### src/rtl/gsfs_pkg.sv
// ----------------------------------------------------------------------------
// gsfs_pkg
// Shared constants and codes for the gas-sensor frame smoother.
// ----------------------------------------------------------------------------
`default_nettype none

package gsfs_pkg;

    // Frame layout
    localparam int unsigned FRAME_LEN  = 9;
    localparam int unsigned KEEP_BYTES = 8;
    localparam int unsigned COUNT_SAT  = 10;

    localparam int unsigned BYTE_W   = 8;
    localparam int unsigned WORD_W   = 16;
    localparam int unsigned COUNT_W  = 4;
    localparam int unsigned PTR_W    = 3;
    localparam int unsigned DIRTY_W  = 8;
    localparam int unsigned CFG_W    = 16;
    localparam int unsigned CFG_IDX_W = 1;

    localparam logic [BYTE_W-1:0] HDR0 = 8'd44;
    localparam logic [BYTE_W-1:0] HDR1 = 8'd228;

    localparam logic [WORD_W-1:0] TVOC_OFFSET = 16'd1000;

    localparam logic [WORD_W-1:0]  DIRTY_LEVEL_RST = 16'd300;
    localparam logic [DIRTY_W-1:0] DIRTY_LIMIT_RST = 8'd180;

    typedef enum logic [CFG_IDX_W-1:0] {
        CFG_DIRTY_LEVEL = 1'b0,
        CFG_DIRTY_LIMIT = 1'b1
    } t_cfg_idx;

endpackage

`default_nettype wire

### src/rtl/gsfs_in_if.sv
// ----------------------------------------------------------------------------
// gsfs_in_if
// Input channel: one UART byte per item with an end-of-burst flag.
// ----------------------------------------------------------------------------
`default_nettype none

interface gsfs_in_if;
    logic                            valid;
    logic                            ready;
    logic [gsfs_pkg::BYTE_W-1:0]     data_byte;
    logic                            burst_end;

    modport source (output valid, output data_byte, output burst_end, input ready);
    modport sink   (input valid, input data_byte, input burst_end, output ready);
endinterface

`default_nettype wire

### src/rtl/gsfs_out_if.sv
// ----------------------------------------------------------------------------
// gsfs_out_if
// Result channel: frame status, smoothed readings and restart request.
// ----------------------------------------------------------------------------
`default_nettype none

interface gsfs_out_if;
    logic                            valid;
    logic                            ready;
    logic                            frame_ok;
    logic [gsfs_pkg::WORD_W-1:0]     tvoc_centi;
    logic [gsfs_pkg::WORD_W-1:0]     ch2o_centi;
    logic [gsfs_pkg::WORD_W-1:0]     co2_ppm;
    logic                            sensor_restart;

    modport source (output valid, output frame_ok, output tvoc_centi, output ch2o_centi,
                    output co2_ppm, output sensor_restart, input ready);
    modport sink   (input valid, input frame_ok, input tvoc_centi, input ch2o_centi,
                    input co2_ppm, input sensor_restart, output ready);
endinterface

`default_nettype wire

### src/rtl/gas_sensor_frame_smoother.sv
// ----------------------------------------------------------------------------
// gas_sensor_frame_smoother
// Collects sensor bursts, checks the frame and smooths TVOC, CH2O and CO2.
// ----------------------------------------------------------------------------
//  channel   direction  handshake       payload
//  i_in      sink       valid/ready     data_byte[7:0], burst_end
//  o_out     source     valid/ready     frame_ok, tvoc_centi, ch2o_centi,
//                                       co2_ppm, sensor_restart
//  cfg       write      i_cfg_we        i_cfg_idx, i_cfg_data[15:0]
//
// One byte is accepted per cycle. A byte passes an input register and is
// processed in the next cycle unless the input stage is stalled; a burst end then
// loads its result into the result register. Reset is synchronous and restores the register defaults. Only a
// burst end held in the input stage while the result register is full and not
// taken stalls the input.
`default_nettype none

module gas_sensor_frame_smoother (
    input  wire                               i_clk,
    input  wire                               i_rst_n,
    gsfs_in_if.sink                           i_in,
    gsfs_out_if.source                        o_out,
    input  wire                               i_cfg_we,
    input  wire [gsfs_pkg::CFG_IDX_W-1:0]     i_cfg_idx,
    input  wire [gsfs_pkg::CFG_W-1:0]         i_cfg_data
);

    localparam int unsigned WW = gsfs_pkg::WORD_W;

    logic [WW-1:0]                     r_dirty_level;
    logic [gsfs_pkg::DIRTY_W-1:0]      r_dirty_limit;

    logic                              r_s1_valid, n_s1_valid;
    logic [gsfs_pkg::BYTE_W-1:0]       r_s1_byte;
    logic                              r_s1_last;

    logic [gsfs_pkg::COUNT_W-1:0]      r_count, n_count;
    logic [gsfs_pkg::BYTE_W-1:0]       r_bytes [gsfs_pkg::KEEP_BYTES];
    logic [gsfs_pkg::DIRTY_W-1:0]      r_dirty, n_dirty;
    logic [WW-1:0]                     r_tvoc_avg, n_tvoc_avg;
    logic [WW-1:0]                     r_ch2o_avg, n_ch2o_avg;
    logic [WW-1:0]                     r_co2_avg,  n_co2_avg;

    logic                              r_out_valid, n_out_valid;
    logic                              r_out_ok;
    logic                              r_out_restart;

    logic                              w_accept, w_advance, w_proc, w_emit;
    logic [gsfs_pkg::COUNT_W-1:0]      w_count_inc;
    logic                              w_ok, w_restart;
    logic [WW-1:0]                     w_tv_raw, w_tv, w_ch, w_co;
    logic [gsfs_pkg::DIRTY_W:0]        w_dirty_inc;
    logic [WW:0]                       w_sum_tv, w_sum_ch, w_sum_co;

    // The input stage only waits when a burst end has nowhere to go.
    assign w_advance  = !(r_s1_last && r_out_valid && !o_out.ready);
    assign i_in.ready = !r_s1_valid || w_advance;
    assign w_accept   = i_in.valid && i_in.ready;
    assign w_proc     = r_s1_valid && w_advance;
    assign w_emit     = w_proc && r_s1_last;

    always_comb begin
        w_count_inc = (r_count < gsfs_pkg::COUNT_W'(gsfs_pkg::COUNT_SAT))
                    ? r_count + 1'b1 : r_count;
        w_ok = (w_count_inc == gsfs_pkg::COUNT_W'(gsfs_pkg::FRAME_LEN))
            && (r_bytes[0] == gsfs_pkg::HDR0) && (r_bytes[1] == gsfs_pkg::HDR1);

        w_tv_raw = {r_bytes[2], r_bytes[3]};
        w_ch     = {r_bytes[4], r_bytes[5]};
        w_co     = {r_bytes[6], r_bytes[7]};
        w_tv     = (w_tv_raw > gsfs_pkg::TVOC_OFFSET) ? w_tv_raw - gsfs_pkg::TVOC_OFFSET
                                                      : w_tv_raw;

        w_dirty_inc = {1'b0, r_dirty} + 1'b1;
        w_restart   = 1'b0;
        n_dirty     = r_dirty;
        if (w_emit && w_ok) begin
            if (w_tv_raw >= r_dirty_level) begin
                if (w_dirty_inc >= {1'b0, r_dirty_limit}) begin
                    w_restart = 1'b1;
                    n_dirty   = '0;
                end else begin
                    n_dirty   = w_dirty_inc[gsfs_pkg::DIRTY_W-1:0];
                end
            end else begin
                n_dirty = '0;
            end
        end

        w_sum_tv = {1'b0, r_tvoc_avg} + {1'b0, w_tv} + 1'b1;
        w_sum_ch = {1'b0, r_ch2o_avg} + {1'b0, w_ch} + 1'b1;
        w_sum_co = {1'b0, r_co2_avg}  + {1'b0, w_co} + 1'b1;

        n_tvoc_avg = r_tvoc_avg;
        n_ch2o_avg = r_ch2o_avg;
        n_co2_avg  = r_co2_avg;
        if (w_emit && w_ok) begin
            // An empty TVOC average means no frame yet: load, do not blend.
            if (r_tvoc_avg == '0) begin
                n_tvoc_avg = w_tv;
                n_ch2o_avg = w_ch;
                n_co2_avg  = w_co;
            end else begin
                n_tvoc_avg = w_sum_tv[WW:1];
                n_ch2o_avg = w_sum_ch[WW:1];
                n_co2_avg  = w_sum_co[WW:1];
            end
        end

        n_count = r_count;
        if (w_proc) begin
            n_count = r_s1_last ? '0 : w_count_inc;
        end

        n_s1_valid  = w_accept ? 1'b1 : (w_advance ? 1'b0 : r_s1_valid);
        n_out_valid = w_emit ? 1'b1 : (o_out.ready ? 1'b0 : r_out_valid);
    end

    always_ff @(posedge i_clk) begin
        if (!i_rst_n) begin
            r_dirty_level <= gsfs_pkg::DIRTY_LEVEL_RST;
            r_dirty_limit <= gsfs_pkg::DIRTY_LIMIT_RST;
            r_s1_valid    <= 1'b0;
            r_count       <= '0;
            r_dirty       <= '0;
            r_tvoc_avg    <= '0;
            r_ch2o_avg    <= '0;
            r_co2_avg     <= '0;
            r_out_valid   <= 1'b0;
        end else begin
            if (i_cfg_we) begin
                case (gsfs_pkg::t_cfg_idx'(i_cfg_idx))
                    gsfs_pkg::CFG_DIRTY_LEVEL: r_dirty_level <= i_cfg_data;
                    gsfs_pkg::CFG_DIRTY_LIMIT:
                        r_dirty_limit <= i_cfg_data[gsfs_pkg::DIRTY_W-1:0];
                    default: ;
                endcase
            end
            r_s1_valid  <= n_s1_valid;
            r_count     <= n_count;
            r_dirty     <= n_dirty;
            r_tvoc_avg  <= n_tvoc_avg;
            r_ch2o_avg  <= n_ch2o_avg;
            r_co2_avg   <= n_co2_avg;
            r_out_valid <= n_out_valid;
        end
    end

    always_ff @(posedge i_clk) begin
        if (w_accept) begin
            r_s1_byte <= i_in.data_byte;
            r_s1_last <= i_in.burst_end;
        end
        if (w_proc && (r_count < gsfs_pkg::COUNT_W'(gsfs_pkg::KEEP_BYTES))) begin
            r_bytes[r_count[gsfs_pkg::PTR_W-1:0]] <= r_s1_byte;
        end
        if (w_emit) begin
            r_out_ok      <= w_ok;
            r_out_restart <= w_restart;
        end
    end

    assign o_out.valid          = r_out_valid;
    assign o_out.frame_ok       = r_out_ok;
    assign o_out.sensor_restart = r_out_restart;
    // Averages only move on a result, so the state registers hold its values.
    assign o_out.tvoc_centi     = r_tvoc_avg;
    assign o_out.ch2o_centi     = r_ch2o_avg;
    assign o_out.co2_ppm        = r_co2_avg;

endmodule

`default_nettype wire

### src/flat_wrapper.sv
// flat-port wrapper written by rule: the top's interface ports become plain ports
module gas_sensor_frame_smoother_flat 
  (i_clk, i_rst_n, i_cfg_we, i_cfg_idx, i_cfg_data, i_in_valid, i_in_data_byte, i_in_burst_end, i_in_ready, o_out_valid, o_out_frame_ok, o_out_tvoc_centi, o_out_ch2o_centi, o_out_co2_ppm, o_out_sensor_restart, o_out_ready);
  gsfs_in_if i_in_i ();
  gsfs_out_if o_out_i ();
  input  wire i_clk;
  input  wire i_rst_n;
  input  wire i_cfg_we;
  input  wire [gsfs_pkg::CFG_IDX_W-1:0] i_cfg_idx;
  input  wire [gsfs_pkg::CFG_W-1:0] i_cfg_data;
  input wire logic [$bits(i_in_i.valid)-1:0] i_in_valid;
  input wire logic [$bits(i_in_i.data_byte)-1:0] i_in_data_byte;
  input wire logic [$bits(i_in_i.burst_end)-1:0] i_in_burst_end;
  output wire logic [$bits(i_in_i.ready)-1:0] i_in_ready;
  output wire logic [$bits(o_out_i.valid)-1:0] o_out_valid;
  output wire logic [$bits(o_out_i.frame_ok)-1:0] o_out_frame_ok;
  output wire logic [$bits(o_out_i.tvoc_centi)-1:0] o_out_tvoc_centi;
  output wire logic [$bits(o_out_i.ch2o_centi)-1:0] o_out_ch2o_centi;
  output wire logic [$bits(o_out_i.co2_ppm)-1:0] o_out_co2_ppm;
  output wire logic [$bits(o_out_i.sensor_restart)-1:0] o_out_sensor_restart;
  input wire logic [$bits(o_out_i.ready)-1:0] o_out_ready;
  assign i_in_i.valid = i_in_valid;
  assign i_in_i.data_byte = i_in_data_byte;
  assign i_in_i.burst_end = i_in_burst_end;
  assign i_in_ready = i_in_i.ready;
  assign o_out_valid = o_out_i.valid;
  assign o_out_frame_ok = o_out_i.frame_ok;
  assign o_out_tvoc_centi = o_out_i.tvoc_centi;
  assign o_out_ch2o_centi = o_out_i.ch2o_centi;
  assign o_out_co2_ppm = o_out_i.co2_ppm;
  assign o_out_sensor_restart = o_out_i.sensor_restart;
  assign o_out_i.ready = o_out_ready;
  gas_sensor_frame_smoother u_core (.i_clk(i_clk), .i_rst_n(i_rst_n), .i_in(i_in_i), .o_out(o_out_i), .i_cfg_we(i_cfg_we), .i_cfg_idx(i_cfg_idx), .i_cfg_data(i_cfg_data));
endmodule
### config.mk
export PLATFORM = sky130hd
export DESIGN_NAME = gas_sensor_frame_smoother_flat
export DESIGN_NICKNAME = d
export VERILOG_FILES = /design/src/rtl/gsfs_pkg.sv /design/src/rtl/gsfs_in_if.sv /design/src/rtl/gsfs_out_if.sv /design/src/rtl/gas_sensor_frame_smoother.sv /design/src/flat_wrapper.sv
export SDC_FILE = /design/constraint.sdc
export NUM_CORES = 1
export LEC_CHECK = 0
export ABC_AREA = 1
export CORE_ASPECT_RATIO = 1.5
export CORE_MARGIN = 2
export CORE_UTILIZATION = 32
export CTS_CLUSTER_SIZE = 24
export DETAILED_ROUTE_END_ITERATION = 16
export DONT_BUFFER_PORTS = 1
export PLACE_DENSITY = 0.48
export SYNTH_ARGS = -nofsm -noshare
export SYNTH_HDL_FRONTEND = slang
export SYNTH_SLANG_ARGS = --single-unit
### constraint.sdc
create_clock -name i_clk -period 3.63 [get_ports i_clk]
set_clock_uncertainty 0.1 [all_clocks]
set_input_delay 0.726 -clock i_clk [delete_from_list [all_inputs] [get_ports i_clk]]
set_output_delay 0.726 -clock i_clk [all_outputs]
set_load 0.005 [all_outputs]
**Word-level counts from Yosys, hierarchy flattened**

Memory sizes are Yosys's and may differ from the RTL's.
Index checks and enable logic that the tools add are counted.

- $add $sub $neg: 9
- Multiply operators: 0
- Divide/modulo/power cells: 0
- Order comparisons: 5
- Equal/unequal tests: 4
- Shift operators: 0
- Muxes and demuxes: 15
- Bitwise logic cells: 1
- Reductions and logical operators: 18

Operator list:

| operator | number |
|---|---|
| 16-bit 2-to-1 mux | 4 |
| 16-bit by 16-bit adder with 17-bit output | 3 |
| 17-bit by 1-bit adder with 17-bit output, second input constant | 3 |
| 16-bit >= comparator | 1 |
| 16-bit by 10-bit greater-than comparator with 1-bit output, second input constant | 1 |
| 16-bit logical NOT | 1 |
| 8-bit 2-to-1 mux | 2 |
| 16-bit by 10-bit subtractor with 16-bit output, second input constant | 1 |
| 8-bit by 1-bit adder with 9-bit output, second input constant | 1 |
| 9-bit by 8-bit >= comparator with 1-bit output | 1 |
| 1-bit logical AND | 9 |
| 8-bit by 6-bit equality test with 1-bit output, second input constant | 1 |
| 8-bit equality test, second input constant | 1 |
| 4-bit less-than comparator, second input constant | 2 |
| 4-bit 2-to-1 mux | 2 |
| 1-bit 2-to-1 mux | 7 |
| 2-bit AND reduction | 3 |
| 4-bit by 1-bit adder with 4-bit output, second input constant | 1 |
| 4-bit equality test, second input constant | 1 |
| 1-bit logical NOT | 3 |
| 2-bit by 1-bit inequality test with 1-bit output, second input constant | 1 |
| 2-bit nonzero test | 1 |
| 1-bit logical OR | 1 |
| 1-bit NOT | 1 |

- Register bits: 97
- Bits in latches: 0
- RAM bits: 64
- ROM bits: 0
- Input bits: 31
- Word-level logic and storage cells: 66
- Memories kept: 1

Memories:

| memory | words | bits a word | read ports | clocked after Yosys merged registers in | wr ports | RTL line | text |
|---|---|---|---|---|---|---|---|
| u_core.r_bytes | 8 | 8 | 8 | 0 | 1 | gas_sensor_frame_smoother.sv:38 | `logic [gsfs_pkg::BYTE_W-1:0] r_bytes [gsfs_pkg::KEEP_BYTES];` |

**Longest topological paths before layout**

Gate-level depths: netlist of the first run.

- Depth after elaboration: 7
- Gate-level depth with buffers: 21

**Least setup slack after synthesis of the first run**

OpenSTA, ideal clock, no wires.

- Path kind: reg-to-reg
- Start: mem u_core.r_bytes[3][3] in the netlist's numbering
- End: reg u_core.r_tvoc_avg[7] (netlist: u_core.o_out.tvoc_centi[7])
- Setup time: 0.109 ns
- Arrival time: 2.510 ns
- Slack: 0.911 ns
- Stages on the path, launching flop included: 17
- Buffers on the path: 1
- Path through: edfxtp_1 > o21ai_0 > nor2_1 > nand2_1 > nand2_2 > buf_6 > o21ai_0 > o21a_1 > ha_1 > a21oi_1 > o21a_1 > nand2_1 > or2_2 > nand3_1 > nand3_1 > nand2_1 > inv_1

RTL lines:

| element | RTL line | text |
|---|---|---|
| from (decl) | gas_sensor_frame_smoother.sv:38 |  |
| to (signal assigned) | gas_sensor_frame_smoother.sv:142 | `r_tvoc_avg <= n_tvoc_avg;` |
| to (decl) | gas_sensor_frame_smoother.sv:40 | `logic [WW-1:0] r_tvoc_avg, n_tvoc_avg;` |

==> metrics.txt, run 1 <==
routed wirelength normalized by instance count=approximately 16 um; post-DR vias/cell=approximately 4.8; initial DRC count=~350; start of the worst register-to-register path=u_core.r_bytes[3][3]; Cells on Worst Hold Path=0; CTS H-Tree Depth=4; buffer levels on the longest clock path=2; sw frac=23.51%; share of power burned in registers=roughly half; port bufs=0; post-CTS setup repair buffer count=0; cell occurring most often along the worst timing path=sky130_fd_sc_hd__nand2_1; critical path data required time=3.89 ns; hold_ws=approximately 0.27 ns; Syn. warnings=0; area of the die=33130 um^2; Top delay family on crit path=simple AND/OR/NAND/NOR gates; starting density of the core=32.54%; internal portion of total power=~2.9 mW; Power Density=between 300 and 400 nW/um^2; number of cell rows=79; maximum number of pins on one net before global-route repair=63; maximum capacitance violations=0; TritonCTS clock tree=yes; vias in the first global route=around 8600; layout net count=between 1000 and 1500; Worst Path Buf+Inv=2; number of antenna violations at the first check in global routing=0; leakage dissipation=5.047 nW; Mapped Nets=1477; clock root buffer=sky130_fd_sc_hd__clkbuf_16; sum of routed wire length over all layers=28910 um; Distinct cells, synth=39; unrepaired setup endpoints after global routing=no; Sw Pwr=roughly 0.9 mW; height of the die=about 220 um; Die Wd=149.3 um; estimated wirelength of the detail-placed design=approximately 21000 um; Diodes inserted=0; leading register cell type out of synthesis=sky130_fd_sc_hd__dfxtp_1; gr usage total=approximately 18%; final design instance area without fill=~11000 um^2; synthesized instance count=between 1000 and 1500; Area growth syn-to-layout=10.03%; IO Count=83; CP endpoint kind=flop; crit path cell chain=o21ai_0 -> nor2_1 -> nand2_1 -> nand2_2 -> o21ai_0 -> inv_1 -> ha_1 -> a21oi_1 -> o21a_1 -> nand2_1 -> or2_2 -> nand3_1 -> nand3_1 -> nand2_1 -> inv_1; Max rail drop VDD=0.2948 mV; met3 track utilization from global routing=3.560%; DRC violation count after routing=0; Slowest cell on crit path=sky130_fd_sc_hd__edfxtp_1; source of the worst hold timing path=i_in_data_byte[7]; Placed Area=between 10000 and 15000 um^2; clk_lat worst skew=~0.45 ns; DRT antenna net count=0; number of synthesized register bits=between 150 and 200; final setup violation count=0; overall via count from detail_route=8589; time the final worst path needs with I/O delays and setup=around 3.1 ns; status=finished clean; post-synth design cell area=10130 um^2; met1 track demand over resource in global routing=between 10% and 20%; most frequent cells in the layout=sky130_fd_sc_hd__nand2_1 (346), sky130_fd_sc_hd__inv_1 (172), sky130_fd_sc_hd__nor2_1 (147), sky130_fd_sc_hd__nand3_1 (107), sky130_fd_sc_hd__a21oi_1 (107); commonest non-fill, non-tap cell in the layout=sky130_fd_sc_hd__nand2_1; layer with the highest usage=met2; Hold WC Path Type=in2reg; maximum fanout count along the critical path=17; fraction of power consumed by the clock network=45.9%; final standard cell utilization of the core=approximately 36%; Gate power share=just under 3%; max-slew violations=0; first-pass GRT wire length=45860 um; worst reg2reg path depth=15; Initial DRT Pass Iterations=4; quantity of hold-fixing buffers added after cts=0; Worst Path Arrival=around 3.3 ns; number of flops mapped to enable cells by yosys=between 70 and 80; Fillers=between 3000 and 4000; kind of start point of the critical path=flop; Fmax achieved=approximately 330 MHz; final period utilization=a little over four fifths; number of gates resized after cts=0; Least-Margin Pin Slew=between 0.8 and 0.9 ns; Inserted Clock Buffers=17; number of hold violations in the final report=0; core area=around 31000 um^2; share of post-route cells with drive strength above 1=around 7%; FF-to-FF End=u_core.o_out.tvoc_centi[7]; worst rel slew slack=a little over two fifths; delay of the slowest cell on the worst path=about 0.46 ns; post-CTS clock slew at the launch and capture registers of the worst setup and hold paths=~0.070 ns; capture endpoint of the worst hold path=u_core.r_s1_byte[7]; sequential-to-total area share from yosys stat=roughly two fifths; Syn Area/Cell=around 7.4 um^2; # clock sinks=between 150 and 200; setup tns final=0 ns; gp weighted congestion=around 0.89; type of the worst setup path=reg2reg; share of synthesized flip-flops with an asynchronous set or reset=0%; met2 routing resource usage after global routing=34.00%; overflow left after global routing=0; minimum setup slack among reg-to-reg paths=0.57 ns
## registers in the layout, indices dropped and copies added, names as in the netlist
register and count:
u_core.r_dirty_level 16, u_core.o_out.valid 1, u_core.o_out.ch2o_centi 16, u_core.r_dirty_limit 8, u_core.o_out.co2_ppm 16, u_core.r_count 4
u_core.o_out.sensor_restart 1, u_core.r_s1_byte 8, u_core.r_dirty 8, u_core.o_out.frame_ok 1, u_core.o_out.tvoc_centi 16, u_core.r_bytes 64
u_core.r_s1_valid 1, u_core.r_s1_last 1
## synthesized netlist by cell type, types with 8 or more instances
cell type | number | area (um^2)
sky130_fd_sc_hd__inv_1 | 172 | 645.6
sky130_fd_sc_hd__ha_1 | 74 | 925.9
sky130_fd_sc_hd__a21oi_1 | 107 | 535.5
sky130_fd_sc_hd__nand3_2 | 9 | 90.09
sky130_fd_sc_hd__nor3_1 | 19 | 95.09
sky130_fd_sc_hd__dfxtp_1 | 86 | 1722
sky130_fd_sc_hd__clkbuf_1 | 19 | 71.32
sky130_fd_sc_hd__edfxtp_1 | 75 | 2252
sky130_fd_sc_hd__o211ai_1 | 10 | 75.07
sky130_fd_sc_hd__nand4_1 | 21 | 131.4
sky130_fd_sc_hd__xor2_1 | 11 | 96.34
sky130_fd_sc_hd__o21ai_0 | 48 | 240.2
sky130_fd_sc_hd__nand3_1 | 107 | 535.5
sky130_fd_sc_hd__o21ai_1 | 17 | 85.08
sky130_fd_sc_hd__nor2_1 | 147 | 551.8
sky130_fd_sc_hd__or2_2 | 21 | 131.4
sky130_fd_sc_hd__and3_1 | 8 | 50.05
sky130_fd_sc_hd__nand2_1 | 347 | 1303
## final cells by class
class,count,area [um^2],share of cell area (%)
clock buffers,22,489.2,4.388
clock inverters,10,72.57,0.6510
inverters,175,656.9,5.892
multi-input cells,1003,5346,47.96
flip-flops and latches,161,3974,35.65
well taps,405,506.7,4.545
repair buffers,12,102.6,0.9203
## power by group through the flow
stage                     Sequential (mW)  Clock [mW]  Combinational [mW]
after global routing                 1.97        1.87               0.130
after global placement               2.01           0               0.111
after detailed placement             2.01           0               0.113
after floorplan                      1.98           0              0.0904
after CTS                            1.97        1.81               0.114
final                                1.96        1.76               0.110
## per-layer routing
layer | wire (um) | up-vias
met5 | 0 | -
met4 | 765 | 0
met3 | 1273 | 41
met2 | 15320 | 148
met1 | 11560 | 3890
li1 | - | 4510
## per-stage QoR
stage | std cells | worst slack, ns | total power, mW
2_1_floorplan | 1369 | 0.9111 | 2.073
3_3_place_gp | 1756 | 0.5796 | 2.119
3_5_place_dp | 1756 | 0.5259 | 2.120
4_1_cts | 1788 | 0.5062 | 3.891
5_1_grt | 1788 | 0.2489 | 3.971
6_report | 1788 | 0.5723 | 3.832
## cells by family (layout without fill, tap and decap cells)
group,Yosys count,in the layout,synth area share [%]
AND/OR/NAND/NOR,702,702,30.30
XOR/XNOR,17,17,1.469
AO/OA/AOI/OAI,206,206,11.14
flip-flops,161,161,39.22
adder cells (fa/ha/maj),77,77,9.731
multiplexers,1,1,0.09879
buffers and inverters,205,219,8.039
## worst max path at each step
stage,start,endpoint,slack [ns],cells past startpoint
floorplan,u_core.r_bytes[3][3],u_core.o_out.tvoc_centi[7],0.91,16
global placement,u_core.r_bytes[3][3],u_core.o_out.tvoc_centi[7],0.58,15
detailed placement,u_core.r_bytes[3][3],u_core.o_out.tvoc_centi[7],0.53,15
CTS,u_core.r_bytes[3][3],u_core.o_out.tvoc_centi[7],0.51,15
global route,u_core.r_bytes[3][3],u_core.o_out.tvoc_centi[7],0.25,15
finish,u_core.r_bytes[3][3],u_core.o_out.tvoc_centi[7],0.57,15
(Power assumes the default switching activity.)
==> run 2, diff against run 1 <==
- PLACE_DENSITY: 0.48 -> 0.49
- clock period: 3.63 -> 2.5 ns (I/O delays scaled with it)
==> run 2 against run 1 <==
The run now ends with negative setup slack left. Sequential power is 45% higher. Sequential share of layout area shrank 3.9 points. Core utilization increased by 4.5 points. Count of clock-buffer cells in the layout increased by 2. Non-clock buffer count rose by 92. Clock power is 44% higher. Maximum frequency rose by 18%. Via count rose by 6.1%. Final cell count grew 5.2%. Combinational power grew 55%. Design area is 13% higher. Highest routed layer unchanged.
==> metrics.txt, run 2 (same netlist as run 1, synthesis figures left out) <==
clk_lat worst skew=0.44 ns; worst rel slew slack=between 40% and 50%; buffer levels on the longest clock path=2; maximum capacitance violations=0; number of cell rows=79; Power Density=442.3 nW/um^2; vias in the first global route=between 9000 and 10000; Gate power share=under 10%; gp weighted congestion=~0.86; initial DRC count=between 300 and 400; sw frac=23.12%; Placed Instances=roughly 1800; estimated wirelength of the detail-placed design=around 22000 um; Worst Path Buf+Inv=4; fraction of power consumed by the clock network=between 40% and 50%; # clock sinks=161; Diodes inserted=0; Placed Area=between 10000 and 15000 um^2; final setup violation count=8; post-DR vias/cell=around 4.8; max FFs per register=64; Area growth syn-to-layout=23.89%; setup tns final=-0.3977 ns; time the final worst path needs with I/O delays and setup=2.600 ns; clock root buffer=sky130_fd_sc_hd__clkbuf_16; Fillers=approximately 3200; core area=between 30000 and 40000 um^2; Initial DRT Pass Iterations=4; final design instance area without fill=about 13000 um^2; gr usage total=18.75%; type of the worst setup path=reg2reg; port bufs=0; Hold WC Path Type=in2reg; violated checks=negative setup slack; height of the die=between 200 and 250 um; maximum fanout count along the critical path=6; share of post-route cells with drive strength above 1=20.33%; final period utilization=104.0%; status=finished, violations left; cell occurring most often along the worst timing path=sky130_fd_sc_hd__buf_6; overall via count from detail_route=slightly above 9000; sum of routed wire length over all layers=30040 um; unrepaired setup endpoints after global routing=yes; commonest non-fill, non-tap cell in the layout=sky130_fd_sc_hd__nand2_1; share of power burned in registers=approximately 51%; worst slack after detailed placement=-0.3046 ns; delay of the slowest cell on the worst path=roughly 0.45 ns; Max rail drop VDD=between 0.4 and 0.5 mV; number of hold violations in the final report=0; area of the die=33130 um^2; maximum number of pins on one net before global-route repair=between 60 and 70; CP endpoint kind=flop; Slowest cell on crit path=sky130_fd_sc_hd__edfxtp_1; critical path data required time=about 2.7 ns; first-pass GRT wire length=47960 um; most frequent cells in the layout=sky130_fd_sc_hd__nand2_1 (317), sky130_fd_sc_hd__inv_1 (161), sky130_fd_sc_hd__nor2_1 (136), sky130_fd_sc_hd__buf_4 (93), sky130_fd_sc_hd__a21oi_1 (92); kind of start point of the critical path=flop; max-slew violations=0; TritonCTS clock tree=yes; Die Wd=about 150 um; Least-Margin Pin Slew=0.7651 ns; post-CTS clock slew at the launch and capture registers of the worst setup and hold paths=0.06 ns; hold_ws=roughly 0.051 ns; non-filler instance count after layout=between 1500 and 2000; routed wirelength normalized by instance count=between 15 and 20 um; Worst Setup Slack, final=-0.1003 ns; number of antenna violations at the first check in global routing=0; Sw Pwr=1.284 mW; IO Count=83; internal portion of total power=between 4 and 5 mW; overflow left after global routing=0; Top delay family on crit path=simple AND/OR/NAND/NOR gates; DRT antenna net count=0; starting density of the core=32.54%; Inserted Clock Buffers=17; Worst Path Arrival=around 2.8 ns; CTS H-Tree Depth=4; layout net count=~1600; crit path cell chain=nor2_1 -> nand4_1 -> nand2_2 -> nand2_4 -> buf_6 -> buf_6 -> nand3_2 -> inv_2 -> ha_4 -> a21o_1 -> buf_6 -> nand3_2 -> nand2_2 -> a21oi_2 -> nand3_1 -> nand3_1 -> a21oi_1; DRC violation count after routing=0; leakage dissipation=5.645 nW; Fmax achieved=between 300 and 400 MHz
-- run 2: what timing repair did --
action	4_1_cts	5_1_grt
hold buffers	0	0
setup endpoints to repair	13	20
cloned	1	0
resized for setup	82	70
buffers inserted	12	8
pin swaps	40	58
endpoints found under the hold margin	0	0
-- run 2: area by class of cell --
class	count	area (um^2)	share of cell area [%]
multi-input combinational	1004	5998	47.78
sequential	161	3980	31.71
timing repair buffer	104	857.1	6.827
inverter	175	659.4	5.253
tap	405	506.7	4.037
clock buffer	24	503.0	4.007
clock inverter	8	48.80	0.3887
-- run 2: path summary, 6_finish.rpt --
kind | cells past startpoint | startpoint | endpoint | slack, ns
setup / recovery | 17 | u_core.r_bytes[3][4] | u_core.o_out.tvoc_centi[15] | -0.10
setup reg to reg | 17 | u_core.r_bytes[3][4] | u_core.o_out.tvoc_centi[15] | -0.10
hold / removal | 0 | i_in_data_byte[7] | u_core.r_s1_byte[7] | 0.05
hold reg to reg | 2 | u_core.r_dirty_level[10] | u_core.r_dirty_level[10] | 0.35
-- run 2: layer usage --
layer / wire, um / global-route usage (%)
met5: 0 / 0
met4: 810 / 6.667
met3: 1333 / 4.609
met2: 16180 / 35.86
met1: 11720 / 19.44
-- run 2: power groups by stage --
stage / Combinational (mW) / Sequential (mW) / Clock (mW)
floorplan: 0.131 / 2.88 / 0
global placement: 0.164 / 2.91 / 0
detailed placement: 0.167 / 2.92 / 0
CTS: 0.169 / 2.86 / 2.59
global route: 0.199 / 2.86 / 2.69
finish: 0.170 / 2.85 / 2.53
-- run 2: through the flow --
step           power, mW  utilization (%)
2_1_floorplan      3.010                -
3_3_place_gp       3.079            36.00
3_5_place_dp       3.082            36.00
4_1_cts            5.619            39.28
5_1_grt            5.749            40.32
6_report           5.552            40.32
-- run 2: worst register-to-register path: cells and delay by family, from the launching register on --
kind	cells	cell delay, ns
adder cells (fa/ha/maj)	1	0.25
flip-flops	1	0.45
AND/OR/NAND/NOR	9	0.86
buffers and inverters	4	0.44
AO/OA/AOI/OAI	3	0.38
==> run 3, diff against run 2 <==
--- a/config.mk
+++ b/config.mk
@@ -10,3 +10,3 @@
 export CORE_MARGIN = 2
-export CORE_UTILIZATION = 32
+export CORE_UTILIZATION = 59
 export CTS_CLUSTER_SIZE = 24
@@ -14,3 +14,3 @@
 export DONT_BUFFER_PORTS = 1
-export PLACE_DENSITY = 0.49
+export PLACE_DENSITY = 0.8
 export SYNTH_ARGS = -nofsm -noshare
==> constraint.sdc (replaced) <==
create_clock -name i_clk -period 2.5 [get_ports i_clk]
set_clock_uncertainty 0.1 [all_clocks]
set_input_delay 0 -clock i_clk [delete_from_list [all_inputs] [get_ports i_clk]]
set_output_delay 0 -clock i_clk [all_outputs]
set_load 0.005 [all_outputs]
==> run 3 against run 2 <==
Largest power group unchanged. Maximum frequency fell by 4.9%. Worst hold slack improved by 0.034 ns. The flow still finishes with violations (negative setup slack). Count of clock-buffer cells in the layout down 7. Sequential share of layout area shrank 0.25 points. Combinational power up 51%. Final cell count down 8.4%. Largest cell class unchanged. Design area is 0.86% higher. Via count grew 9.1%. Total power grew 3.9%. Non-clock buffer count increased by 37. Critical endpoint is now u_core.o_out.tvoc_centi[7].
==> metrics.txt, run 3 (same netlist as run 1, synthesis figures left out) <==
gr usage total=between 30% and 40%; routed wirelength normalized by instance count=17.45 um; hold_ws=0.08500 ns; Worst Path Arrival=2.98 ns; Inserted Clock Buffers=17; internal portion of total power=between 4 and 5 mW; Initial DRT Pass Iterations=5; fraction of power consumed by the clock network=between 40 and 50%; status=finished, violations left; final period utilization=109.4%; Area growth syn-to-layout=24.96%; number of antenna violations at the first check in global routing=0; height of the die=164.5 um; non-filler instance count after layout=approximately 1700; critical path data required time=between 2 and 3 ns; post-DR vias/cell=about 5.8; final setup violation count=11; share of power burned in registers=between 40% and 50%; clock root buffer=sky130_fd_sc_hd__clkbuf_16; delay of the slowest cell on the worst path=roughly 0.46 ns; Placed Instances=roughly 1600; maximum fanout count along the critical path=6; Least-Margin Pin Slew=around 0.66 ns; Worst Path Buf+Inv=5; max-slew violations=0; Hold WC Path Type=in2reg; Die Wd=about 110 um; cell occurring most often along the worst timing path=sky130_fd_sc_hd__nand2_1; violated checks=negative setup slack; setup tns final=-1.541 ns; crit path cell chain=buf_6 -> nand4_1 -> nand2_2 -> buf_6 -> nand2_4 -> nand2_1 -> o21ai_1 -> inv_2 -> ha_4 -> nand2_2 -> nor2_1 -> nand2_1 -> nand2_2 -> buf_6 -> nand2_1 -> nand3_2 -> nand3_1 -> nand2_1 -> inv_1; Slowest cell on crit path=sky130_fd_sc_hd__edfxtp_1; kind of start point of the critical path=flop; leakage dissipation=approximately 5.7 nW; Gate power share=under 10%; overall via count from detail_route=9942; layout net count=~1600; TritonCTS clock tree=yes; time the final worst path needs with I/O delays and setup=approximately 2.7 ns; initial DRC count=about 700; worst rel slew slack=around 56%; number of cell rows=58; Final Total Pwr=slightly below 6 mW; buffer levels on the longest clock path=2; Sw Pwr=around 1.5 mW; DRC violation count after routing=0; CTS H-Tree Depth=4; worst slack after detailed placement=-0.2775 ns; vias in the first global route=just under 10000; IO Count=83; share of post-route cells with drive strength above 1=a little under a fifth; # clock sinks=around 160; maximum number of pins on one net before global-route repair=between 50 and 60; Worst Setup Slack, final=-0.2342 ns; area of the die=18260 um^2; Diodes inserted=0; Power Density=between 400 and 500 nW/um^2; CP endpoint kind=flop; number of hold violations in the final report=0; starting density of the core=between 60% and 70%; Fmax achieved=approximately 370 MHz; DRT antenna net count=0; post-CTS clock slew at the launch and capture registers of the worst setup and hold paths=about 0.070 ns; sw frac=25.99%; port bufs=0; gp weighted congestion=roughly 0.93; core area=around 17000 um^2; most frequent cells in the layout=sky130_fd_sc_hd__nand2_1 (324), sky130_fd_sc_hd__inv_1 (161), sky130_fd_sc_hd__nor2_1 (135), sky130_fd_sc_hd__nand3_1 (94), sky130_fd_sc_hd__a21oi_1 (92); maximum capacitance violations=0; first-pass GRT wire length=45550 um; overflow left after global routing=0; unrepaired setup endpoints after global routing=yes; estimated wirelength of the detail-placed design=roughly 19000 um; sum of routed wire length over all layers=between 30000 and 40000 um; clk_lat worst skew=around 0.45 ns; Max rail drop VDD=0.5396 mV; commonest non-fill, non-tap cell in the layout=sky130_fd_sc_hd__nand2_1; type of the worst setup path=reg2reg; max FFs per register=between 60 and 70; Top delay family on crit path=simple AND/OR/NAND/NOR gates
[run 3: through the flow]
stage	cell area (um^2)	util [%]
5_1_grt	12660	75.53
6_report	12660	75.53
2_1_floorplan	10170	-
4_1_cts	12310	73.44
3_3_place_gp	10870	64.86
3_5_place_dp	10870	64.86
[run 3: repair_timing]
action | CTS | global route
pin swaps | 29 | 54
hold endpoints to repair | 88 | 0
cloned | 1 | 0
gates resized for setup | 63 | 71
setup endpoints to repair | 20 | 21
hold buffers | 46 | 0
buffers inserted | 10 | 9
[run 3: routing by layer]
layer  track usage, %  part of all wire, %  vias to the layer above
met5                0                    0                        -
met4            18.41                  5.6                        0
met3            6.679                  6.4                      132
met2            58.11                   52                      405
met1            32.59                   36                     4622
li1                 -                    -                     4783
[run 3: cell type report]
| type | count | area [um^2] |
|---|---|---|
| Clock buffer | 17 | 425.4 |
| Inverter | 175 | 656.9 |
| Timing Repair Buffer | 141 | 1227 |
| Tap cell | 210 | 262.8 |
| Multi-Input combinational cell | 1004 | 5917 |
| Clock inverter | 15 | 188.9 |
| Sequential cell | 161 | 3983 |
| Fill cell | 1131 | 4103 |
[run 3: path summary, 6_finish.rpt]
kind	start	end	slack, ns	depth (start not counted)
setup / recovery	u_core.r_bytes[3][3]	u_core.o_out.tvoc_centi[7]	-0.23	19
hold / removal	i_in_data_byte[0]	u_core.r_s1_byte[0]	0.09	1
setup reg to reg	u_core.r_bytes[3][3]	u_core.o_out.tvoc_centi[7]	-0.23	19
hold reg to reg	u_core.r_dirty_level[11]	u_core.r_dirty_level[11]	0.36	2
[run 3: power by group through the flow]
stage | clock [mW] | combinational [mW] | sequential (mW)
3_3_place_gp | 0 | 0.156 | 2.91
2_1_floorplan | 0 | 0.131 | 2.88
3_5_place_dp | 0 | 0.164 | 2.91
6_report | 2.67 | 0.256 | 2.85
4_1_cts | 2.66 | 0.243 | 2.85
5_1_grt | 2.78 | 0.278 | 2.85
